--- src/rtl/chained_page_allocator_assert.svh ---
// assertion macros shared by the chained page allocator modules
// needs clk_i and rst_ni in the scope of each use
`ifndef CHAINED_PAGE_ALLOCATOR_ASSERT_SVH
`define CHAINED_PAGE_ALLOCATOR_ASSERT_SVH

// same-cycle implication, off during reset
`define CPA_ASSERT_IMPL(label, ante, cons) \
  label: assert property (@(posedge clk_i) disable iff (!rst_ni) (ante) |-> (cons)) \
    else $error("cpa assertion failed");

// next-cycle implication, off during reset
`define CPA_ASSERT_NEXT(label, ante, cons) \
  label: assert property (@(posedge clk_i) disable iff (!rst_ni) (ante) |=> (cons)) \
    else $error("cpa assertion failed");

`endif

--- src/rtl/cpa_pkg.sv ---
// shared constants, codes and control structs of the chained page allocator
// no dependencies
`default_nettype none

package cpa_pkg;

  localparam int PAGES      = 16;
  localparam int PAGE_BYTES = 16;

  // fixed field widths of the transaction ports
  localparam int CMD_FW   = 2;
  localparam int SIZE_FW  = 12;
  localparam int PAGE_FW  = 4;
  localparam int COUNT_FW = 5;

  // internal widths; index and count widths follow the table size
  localparam int IDX_W  = $clog2(PAGES);
  localparam int CNT_W  = $clog2(PAGES + 1);
  localparam int NEED_W = SIZE_FW + 1;

  typedef enum logic [CMD_FW-1:0] {
    CMD_ALLOC = 2'd0,
    CMD_FREE  = 2'd1,
    CMD_QUERY = 2'd2,
    CMD_NOP   = 2'd3
  } cmd_e;

  typedef enum logic [1:0] {
    ST_OK        = 2'd0,
    ST_ZERO_SIZE = 2'd1,
    ST_NO_SPACE  = 2'd2,
    ST_NOT_USED  = 2'd3
  } status_e;

  // controller to datapath
  typedef struct packed {
    logic load;
    logic step_alloc;
    logic step_walk;
    logic publish;
  } cpa_cmd_t;

  // datapath to controller
  typedef struct packed {
    logic imm;
    logic is_alloc;
    logic alloc_last;
    logic walk_stop;
  } cpa_stat_t;

endpackage

`default_nettype wire

--- src/rtl/cpa_ctrl.sv ---
// controller state machine of the chained page allocator
// depends on cpa_pkg
`default_nettype none

module cpa_ctrl
  import cpa_pkg::*;
(
  input  wire logic      clk_i,
  input  wire logic      rst_ni,
  input  wire logic      in_valid_i,
  output logic           in_ready_o,
  output logic           out_valid_o,
  input  wire logic      out_ready_i,
  input  wire cpa_stat_t stat_i,
  output cpa_cmd_t       cmd_o
);

  typedef enum logic [1:0] {
    S_IDLE,
    S_ALLOC,
    S_WALK,
    S_DONE
  } state_e;

  state_e state_q, state_d;
  logic   out_valid_q, out_valid_d;
  logic   slot_free;

  assign slot_free = !out_valid_q || out_ready_i;

  always_comb begin
    state_d     = state_q;
    out_valid_d = out_valid_q && !out_ready_i;
    cmd_o       = '0;
    case (state_q)
      S_IDLE: begin
        if (in_valid_i) begin
          cmd_o.load = 1'b1;
          if (stat_i.imm) begin
            state_d = S_DONE;
          end else if (stat_i.is_alloc) begin
            state_d = S_ALLOC;
          end else begin
            state_d = S_WALK;
          end
        end
      end
      S_ALLOC: begin
        cmd_o.step_alloc = 1'b1;
        if (stat_i.alloc_last) begin
          state_d = S_DONE;
        end
      end
      S_WALK: begin
        cmd_o.step_walk = 1'b1;
        if (stat_i.walk_stop) begin
          state_d = S_DONE;
        end
      end
      S_DONE: begin
        // wait until the output register can take the result
        if (slot_free) begin
          cmd_o.publish = 1'b1;
          out_valid_d   = 1'b1;
          state_d       = S_IDLE;
        end
      end
      default: begin
        state_d = S_IDLE;
      end
    endcase
  end

  always_ff @(posedge clk_i or negedge rst_ni) begin
    if (!rst_ni) begin
      state_q     <= S_IDLE;
      out_valid_q <= 1'b0;
    end else begin
      state_q     <= state_d;
      out_valid_q <= out_valid_d;
    end
  end

  assign in_ready_o  = (state_q == S_IDLE);
  assign out_valid_o = out_valid_q;

`include "chained_page_allocator_assert.svh"

  `CPA_ASSERT_IMPL(a_no_overwrite, out_valid_q && !out_ready_i, !cmd_o.publish)
  `CPA_ASSERT_NEXT(a_alloc_ends, state_q == S_ALLOC && stat_i.alloc_last, state_q == S_DONE)
  `CPA_ASSERT_IMPL(a_publish_done, cmd_o.publish, state_q == S_DONE)

endmodule

`default_nettype wire

--- src/rtl/cpa_dpath.sv ---
// datapath of the chained page allocator: page table, scan and walk registers,
// result and output registers; depends on cpa_pkg
`default_nettype none

module cpa_dpath
  import cpa_pkg::*;
(
  input  wire logic                clk_i,
  input  wire logic                rst_ni,
  input  wire logic [CMD_FW-1:0]   cmd_i,
  input  wire logic [SIZE_FW-1:0]  size_bytes_i,
  input  wire logic [PAGE_FW-1:0]  head_page_i,
  input  wire cpa_cmd_t            cmd_ctl_i,
  output cpa_stat_t                stat_o,
  output logic [1:0]               status_o,
  output logic [PAGE_FW-1:0]       first_page_o,
  output logic [COUNT_FW-1:0]      page_count_o,
  output logic [COUNT_FW-1:0]      free_pages_o
);

  // page table
  logic [PAGES-1:0] used_q;
  logic [IDX_W-1:0] link_q [PAGES];
  logic [CNT_W-1:0] free_q;

  // per-transaction working registers
  cmd_e              op_q;
  logic [IDX_W-1:0]  idx_q;
  logic [IDX_W-1:0]  prev_q;
  logic              first_q;
  logic [CNT_W-1:0]  left_q;
  logic [CNT_W-1:0]  need_q;
  logic [CNT_W-1:0]  cnt_q;

  // staged result and output register
  status_e             res_status_q;
  logic [PAGE_FW-1:0]  res_first_q;
  logic [COUNT_FW-1:0] res_count_q;
  logic [1:0]          out_status_q;
  logic [PAGE_FW-1:0]  out_first_q;
  logic [COUNT_FW-1:0] out_count_q;
  logic [COUNT_FW-1:0] out_free_q;

  // load decode
  cmd_e              op_in;
  logic [NEED_W-1:0] size_sum;
  logic [NEED_W-1:0] need;
  logic [IDX_W-1:0]  head_idx;
  logic              head_ok;
  logic              no_space;
  status_e           imm_status;
  logic              imm;

  // step logic
  logic             used_here;
  logic [IDX_W-1:0] nxt;
  logic             claim;
  logic             is_free;
  logic             broken;
  logic [CNT_W-1:0] cnt_inc;
  logic             walk_stop;
  logic             alloc_last;

  assign op_in    = cmd_e'(cmd_i);
  assign size_sum = {1'b0, size_bytes_i} + NEED_W'(PAGE_BYTES - 1);
  assign need     = NEED_W'(size_sum / PAGE_BYTES);
  assign head_idx = IDX_W'(head_page_i);
  assign head_ok  = (32'(head_page_i) < PAGES) && used_q[head_idx];
  assign no_space = need > NEED_W'(free_q);

  always_comb begin
    imm        = 1'b0;
    imm_status = ST_OK;
    case (op_in)
      CMD_ALLOC: begin
        if (size_bytes_i == '0) begin
          imm        = 1'b1;
          imm_status = ST_ZERO_SIZE;
        end else if (no_space) begin
          imm        = 1'b1;
          imm_status = ST_NO_SPACE;
        end
      end
      CMD_FREE, CMD_QUERY: begin
        if (!head_ok) begin
          imm        = 1'b1;
          imm_status = ST_NOT_USED;
        end
      end
      default: begin
        // unused code answers ok with nothing done
        imm        = 1'b1;
        imm_status = ST_OK;
      end
    endcase
  end

  assign used_here  = used_q[idx_q];
  assign nxt        = link_q[idx_q];
  assign claim      = !used_here;
  assign alloc_last = claim && (left_q == CNT_W'(1));
  assign is_free    = (op_q == CMD_FREE);
  assign broken     = is_free && !used_here;
  assign cnt_inc    = cnt_q + CNT_W'(1);
  assign walk_stop  = broken || (nxt == idx_q) || (32'(nxt) >= PAGES)
                      || (32'(cnt_inc) == PAGES);

  assign stat_o.imm        = imm;
  assign stat_o.is_alloc   = (op_in == CMD_ALLOC);
  assign stat_o.alloc_last = alloc_last;
  assign stat_o.walk_stop  = walk_stop;

  // control state of the table
  always_ff @(posedge clk_i or negedge rst_ni) begin
    if (!rst_ni) begin
      used_q <= '0;
      free_q <= CNT_W'(PAGES);
    end else begin
      if (cmd_ctl_i.step_alloc && claim) begin
        used_q[idx_q] <= 1'b1;
        free_q        <= free_q - CNT_W'(1);
      end else if (cmd_ctl_i.step_walk && is_free && !broken) begin
        used_q[idx_q] <= 1'b0;
        free_q        <= free_q + CNT_W'(1);
      end
    end
  end

  // links, working, result and output registers, no reset
  always_ff @(posedge clk_i) begin
    if (cmd_ctl_i.load) begin
      op_q         <= op_in;
      idx_q        <= (op_in == CMD_ALLOC) ? IDX_W'(PAGES - 1) : head_idx;
      first_q      <= 1'b1;
      left_q       <= CNT_W'(need);
      need_q       <= CNT_W'(need);
      cnt_q        <= '0;
      res_status_q <= imm_status;
      res_first_q  <= '0;
      res_count_q  <= '0;
    end
    if (cmd_ctl_i.step_alloc) begin
      if (claim) begin
        link_q[idx_q] <= first_q ? idx_q : prev_q;
        prev_q        <= idx_q;
        first_q       <= 1'b0;
        left_q        <= left_q - CNT_W'(1);
      end
      idx_q <= idx_q - IDX_W'(1);
      if (alloc_last) begin
        res_status_q <= ST_OK;
        res_first_q  <= PAGE_FW'(idx_q);
        res_count_q  <= COUNT_FW'(need_q);
      end
    end
    if (cmd_ctl_i.step_walk) begin
      if (!broken) begin
        cnt_q <= cnt_inc;
      end
      if (!walk_stop) begin
        idx_q <= nxt;
      end else begin
        res_status_q <= ST_OK;
        res_first_q  <= '0;
        res_count_q  <= broken ? COUNT_FW'(cnt_q) : COUNT_FW'(cnt_inc);
      end
    end
    if (cmd_ctl_i.publish) begin
      out_status_q <= res_status_q;
      out_first_q  <= res_first_q;
      out_count_q  <= res_count_q;
      out_free_q   <= COUNT_FW'(free_q);
    end
  end

  assign status_o     = out_status_q;
  assign first_page_o = out_first_q;
  assign page_count_o = out_count_q;
  assign free_pages_o = out_free_q;

`include "chained_page_allocator_assert.svh"

  `CPA_ASSERT_IMPL(a_free_matches_used, 1'b1, (32'(free_q) + $countones(used_q)) == PAGES)
  `CPA_ASSERT_IMPL(a_claim_has_space, cmd_ctl_i.step_alloc, free_q != '0 && left_q != '0)
  `CPA_ASSERT_IMPL(a_walk_bound, cmd_ctl_i.step_walk, 32'(cnt_q) < PAGES)

endmodule

`default_nettype wire

--- src/rtl/chained_page_allocator.sv ---
// allocate: accept, scan pages one by one from the top (up to PAGES),
//   then load the output register once it can take the result
// free and query: accept, then walk the chain link by link (up to PAGES);
// errors and the unused code answer without a scan; one transaction at a time
// reset clears every in-use bit and sets the free count to PAGES at once
`default_nettype none

module chained_page_allocator
  import cpa_pkg::*;
(
  input  wire logic                clk_i,
  input  wire logic                rst_ni,
  input  wire logic                in_valid_i,
  output logic                     in_ready_o,
  input  wire logic [CMD_FW-1:0]   cmd_i,
  input  wire logic [SIZE_FW-1:0]  size_bytes_i,
  input  wire logic [PAGE_FW-1:0]  head_page_i,
  output logic                     out_valid_o,
  input  wire logic                out_ready_i,
  output logic [1:0]               status_o,
  output logic [PAGE_FW-1:0]       first_page_o,
  output logic [COUNT_FW-1:0]      page_count_o,
  output logic [COUNT_FW-1:0]      free_pages_o
);

  cpa_cmd_t  ctl;
  cpa_stat_t stat;

  cpa_ctrl u_ctrl (
    .clk_i       (clk_i),
    .rst_ni      (rst_ni),
    .in_valid_i  (in_valid_i),
    .in_ready_o  (in_ready_o),
    .out_valid_o (out_valid_o),
    .out_ready_i (out_ready_i),
    .stat_i      (stat),
    .cmd_o       (ctl)
  );

  cpa_dpath u_dpath (
    .clk_i        (clk_i),
    .rst_ni       (rst_ni),
    .cmd_i        (cmd_i),
    .size_bytes_i (size_bytes_i),
    .head_page_i  (head_page_i),
    .cmd_ctl_i    (ctl),
    .stat_o       (stat),
    .status_o     (status_o),
    .first_page_o (first_page_o),
    .page_count_o (page_count_o),
    .free_pages_o (free_pages_o)
  );

endmodule

`default_nettype wire

--- config.mk ---
export PLATFORM = sky130hd
export DESIGN_NAME = chained_page_allocator
export DESIGN_NICKNAME = d
export VERILOG_FILES = /design/src/rtl/cpa_pkg.sv /design/src/rtl/cpa_ctrl.sv /design/src/rtl/cpa_dpath.sv /design/src/rtl/chained_page_allocator.sv
export VERILOG_INCLUDE_DIRS = /design/src /design/src/rtl
export SDC_FILE = /design/constraint.sdc
export NUM_CORES = 1
export LEC_CHECK = 0
export BUFFER_PORTS_ARGS = -buffer_cell sky130_fd_sc_hd__buf_2
export CAP_MARGIN = 10
export CORE_AREA = 3 3 166 168
export DETAILED_ROUTE_END_ITERATION = 6
export DIE_AREA = 0 0 169 171
export PLACE_DENSITY = 0.49
export SYNTH_ARGS = -nofsm -noshare
export SYNTH_HDL_FRONTEND = slang
export SYNTH_SLANG_ARGS = --single-unit
export TNS_END_PERCENT = 10
--- constraint.sdc ---
create_clock -name clk_i -period 6.18 [get_ports clk_i]
set_clock_uncertainty 0.05 [all_clocks]
set_input_delay 0.618 -clock clk_i [delete_from_list [all_inputs] [get_ports clk_i]]
set_output_delay 0.618 -clock clk_i [all_outputs]
set_load 0.05 [all_outputs]
==> results.yml <==
status:
  status: "finished, final reports clean"
power_and_ir_drop:
  power_leakage_nw: 3.00
  power.density_nw_per_um2: 561
  vdd_drop_max_mv: 0.220
clock_tree:
  postCtsResizedCells: 0
  clk_latency_ns: 0.42
  clk_pin_slew_ns: 0.06
  cts_setup_buffers: 0
  cts_max_path_buffers: 2
  clock-sinks: 141
  cts_buffers: 17
  postCtsHoldBufs: 0
  htree_num_levels: 4
  cts_root_buf: "clkbuf_16"
  cts_tree: "built"
synth:
  netlist_top_cells_area: "edfxtp_1 (40%), dfrtp_1 (8.5%), dfxtp_1 (7.7%)"
  ys_seq_area_frac: 0.570
  yosysTopAreaCell: "edfxtp_1"
  synth_top_family_by_area: "multiplexers"
  synthMuxAreaShare: 0.131
  synth_cells: 532
  synthXorXnorAreaFrac: 0.0194
  async_reset_ff_frac: 0.170
  yosys.cell_count.top_type: "edfxtp_1"
  synth_top_area_share: 0.404
  synth_cell_types: 66
  synth_edf_count: 91
  syn_nets: 577
  synth_compound_area_frac: 0.104
  synth_adder_area_share: 0.0437
  synth_flop_cell: "edfxtp_1"
  syn_area_per_cell_um2: 12.7
  synth.cell_area_um2: 6760
  synth_seq_cells: 141
  synth-simple-area-share: 0.0986
  yosys_warnings: 0
  synth_common_cells: "edfxtp_1 (91), nand2_1 (41), nor2_1 (40)"
finish:
  fin_cells: 919
  area_delta_synth_final_pct: 16.7
  fin_nets: 616
  num_antenna_cells: 0
  post_route_cells_drive_above_1_share: 0.200
  final_util: 0.303
global_route:
  grt_use_total: 0.121
  grt_pass1_wl_mm: 26.8
  antenna_found_initial: 0
  grt_pass1_vias: 4496
  gr-total-overflow: 0
  grt_start_max_net_pins: 30
critical_path:
  crit_slowest_cell: "dfxtp_1"
  required_ns: 6.48
  cpPeakStageDelay_ns: 0.52
  crit_top_cell: "mux2i_1"
  crit_type: "flip-flop to flip-flop"
  worstPathCellList: "buf_4 -> clkinv_1 -> mux2i_1 -> mux2i_2 -> nand2b_1 -> inv_2 -> ha_1 -> a21o_1 -> a21oi_1 -> mux2i_1 -> xnor2_1"
  cp_top_family: "buffers and inverters"
  cp_max_fo: 22
  cp.arrival_ns: 4.26
  critPathCaptureType: "flip-flop"
  cp_num_buf_inv: 3
  start_kind: "flip-flop"
timing:
  period_share: 0.641
  rsz0062_at_grt: "no"
  drv_slew: 0
  hold_ws_ns: 0.174
  clock.fmax_mhz: 253
  slew-limit-headroom: 0.347
  setup_ws_ns: 2.22
  finalSetupTns_ns: 0
  setup_viol: 0
  tightest_slew_ns: 0.977
  fin_crit_ns: 3.96
  finalHoldViolations: 0
drt:
  drt-vias-per-instance: 4.83
  drt-initial-drc-count: 423
  first_pass_iters: 5
  routed-via-count: 4438
  antenna_left: 0
  wl_per_cell_um: 18.7
  drc_errors: 0
  wirelength_mm: 17.1
die:
  dieArea_um2: 28900
  core_area_um2: 26100
  rows: 59
  pin_count: 40
  start_util: 0.260
  die_h_um: 171
  die_w_um: 169
place:
  dp_slack_ns: 2.26
  hpwl_mm: 12.0
  place_congestion: 0.822
  placed_cells: 887
  numPortBuffers: 39
flow_run:
  maxCapViolations: 0
worst_hold_path:
  hold_path_class: "input pin to async pin"
==> worst paths after layout <==
kind,startpoint,end,slack (ns),depth (start not counted)
min reg2reg,u_dpath.res_count_q[4],u_dpath.page_count_o[4],0.38,0
max reg2reg,u_dpath.idx_q[0],u_dpath.free_q[4],2.22,11
min,rst_ni,u_dpath.free_q[2],0.17,1
max in group asynchronous,rst_ni,async pin,5.46,1
min in group clk_i,cmd_i[1],u_dpath.op_q[1],0.38,1
max,u_dpath.idx_q[0],u_dpath.free_q[4],2.22,11
==> power breakdown <==
group / switching, mW / total, mW / internal [mW]
clock: 0.399 / 1.05 / 0.648
combinational: 1.13 / 1.81 / 0.684
sequential: 0.210 / 1.57 / 1.36
==> layout by cell type, fill, tap and decap left out, types with 3 or more instances in the layout <==
cell type / Yosys / routed
a211oi_1: 5 / 5
a21o_1: 19 / 19
a21oi_1: 22 / 22
and2_1: 3 / 3
and3_1: 5 / 5
buf_2: 8 / 39
buf_4: 2 / 4
bufinv_16: 0 / 3
clkbuf_16: 0 / 17
clkinv_1: 2 / 4
clkinv_4: 0 / 4
dfrtp_1: 23 / 23
dfxtp_1: 26 / 25
edfxtp_1: 91 / 91
ha_1: 22 / 22
inv_1: 23 / 23
mux2_2: 10 / 10
mux2i_1: 28 / 28
mux4_2: 20 / 20
nand2_1: 41 / 41
nand2b_1: 7 / 7
nand3_1: 13 / 13
nor2_1: 40 / 40
nor2b_1: 4 / 4
nor3_1: 11 / 11
o211ai_1: 7 / 7
o21ai_0: 17 / 17
o21ai_1: 3 / 3
o22ai_1: 3 / 3
o31ai_1: 3 / 3
xnor2_1: 10 / 10
xor2_1: 5 / 5
==> area by class of cell <==
type | instances | area (µm²)
multi-input cells | 342 | 2690
fillers | 2618 | 18200
flip-flops and latches | 141 | 3860
clock buffers | 19 | 443
repair buffers | 43 | 225
inverters | 26 | 97.6
well taps | 335 | 419
clock inverters | 13 | 165
==> kinds of logic (layout without fill, tap and decap cells) <==
kind of cell,after synthesis,count (layout)
flip-flops,141,141
AND/OR/NAND/NOR,140,140
multiplexers,61,61
XOR/XNOR,15,15
buffers and inverters,49,101
AO/OA/AOI/OAI,103,103
adder cells (fa/ha/maj),23,23
==> worst register-to-register path: stages, from the launching register on <==
cell and delay, ns:
dfxtp_1 0.52, buf_4 0.38, clkinv_1 0.37, mux2i_1 0.23
mux2i_2 0.43, nand2b_1 0.44, inv_2 0.29, ha_1 0.43
a21o_1 0.18, a21oi_1 0.19, mux2i_1 0.25, xnor2_1 0.14
==> layer usage <==
layer  GRT usage  vias up  part of all wire
li1            -     2062                 -
met3      0.0273       26             0.048
met2       0.185      129              0.46
met1       0.170     2221              0.47
met4      0.0434        0             0.020
met5           0        -                 0
==> metrics by stage <==
stage	cell area, µm²	total power [mW]
finish	7890	4.43
CTS	7890	4.46
floorplan	6760	2.90
detailed placement	7280	3.39
global route	7890	4.69
global placement	7280	3.36
No activity file was read; power rests on OpenSTA's default activity.
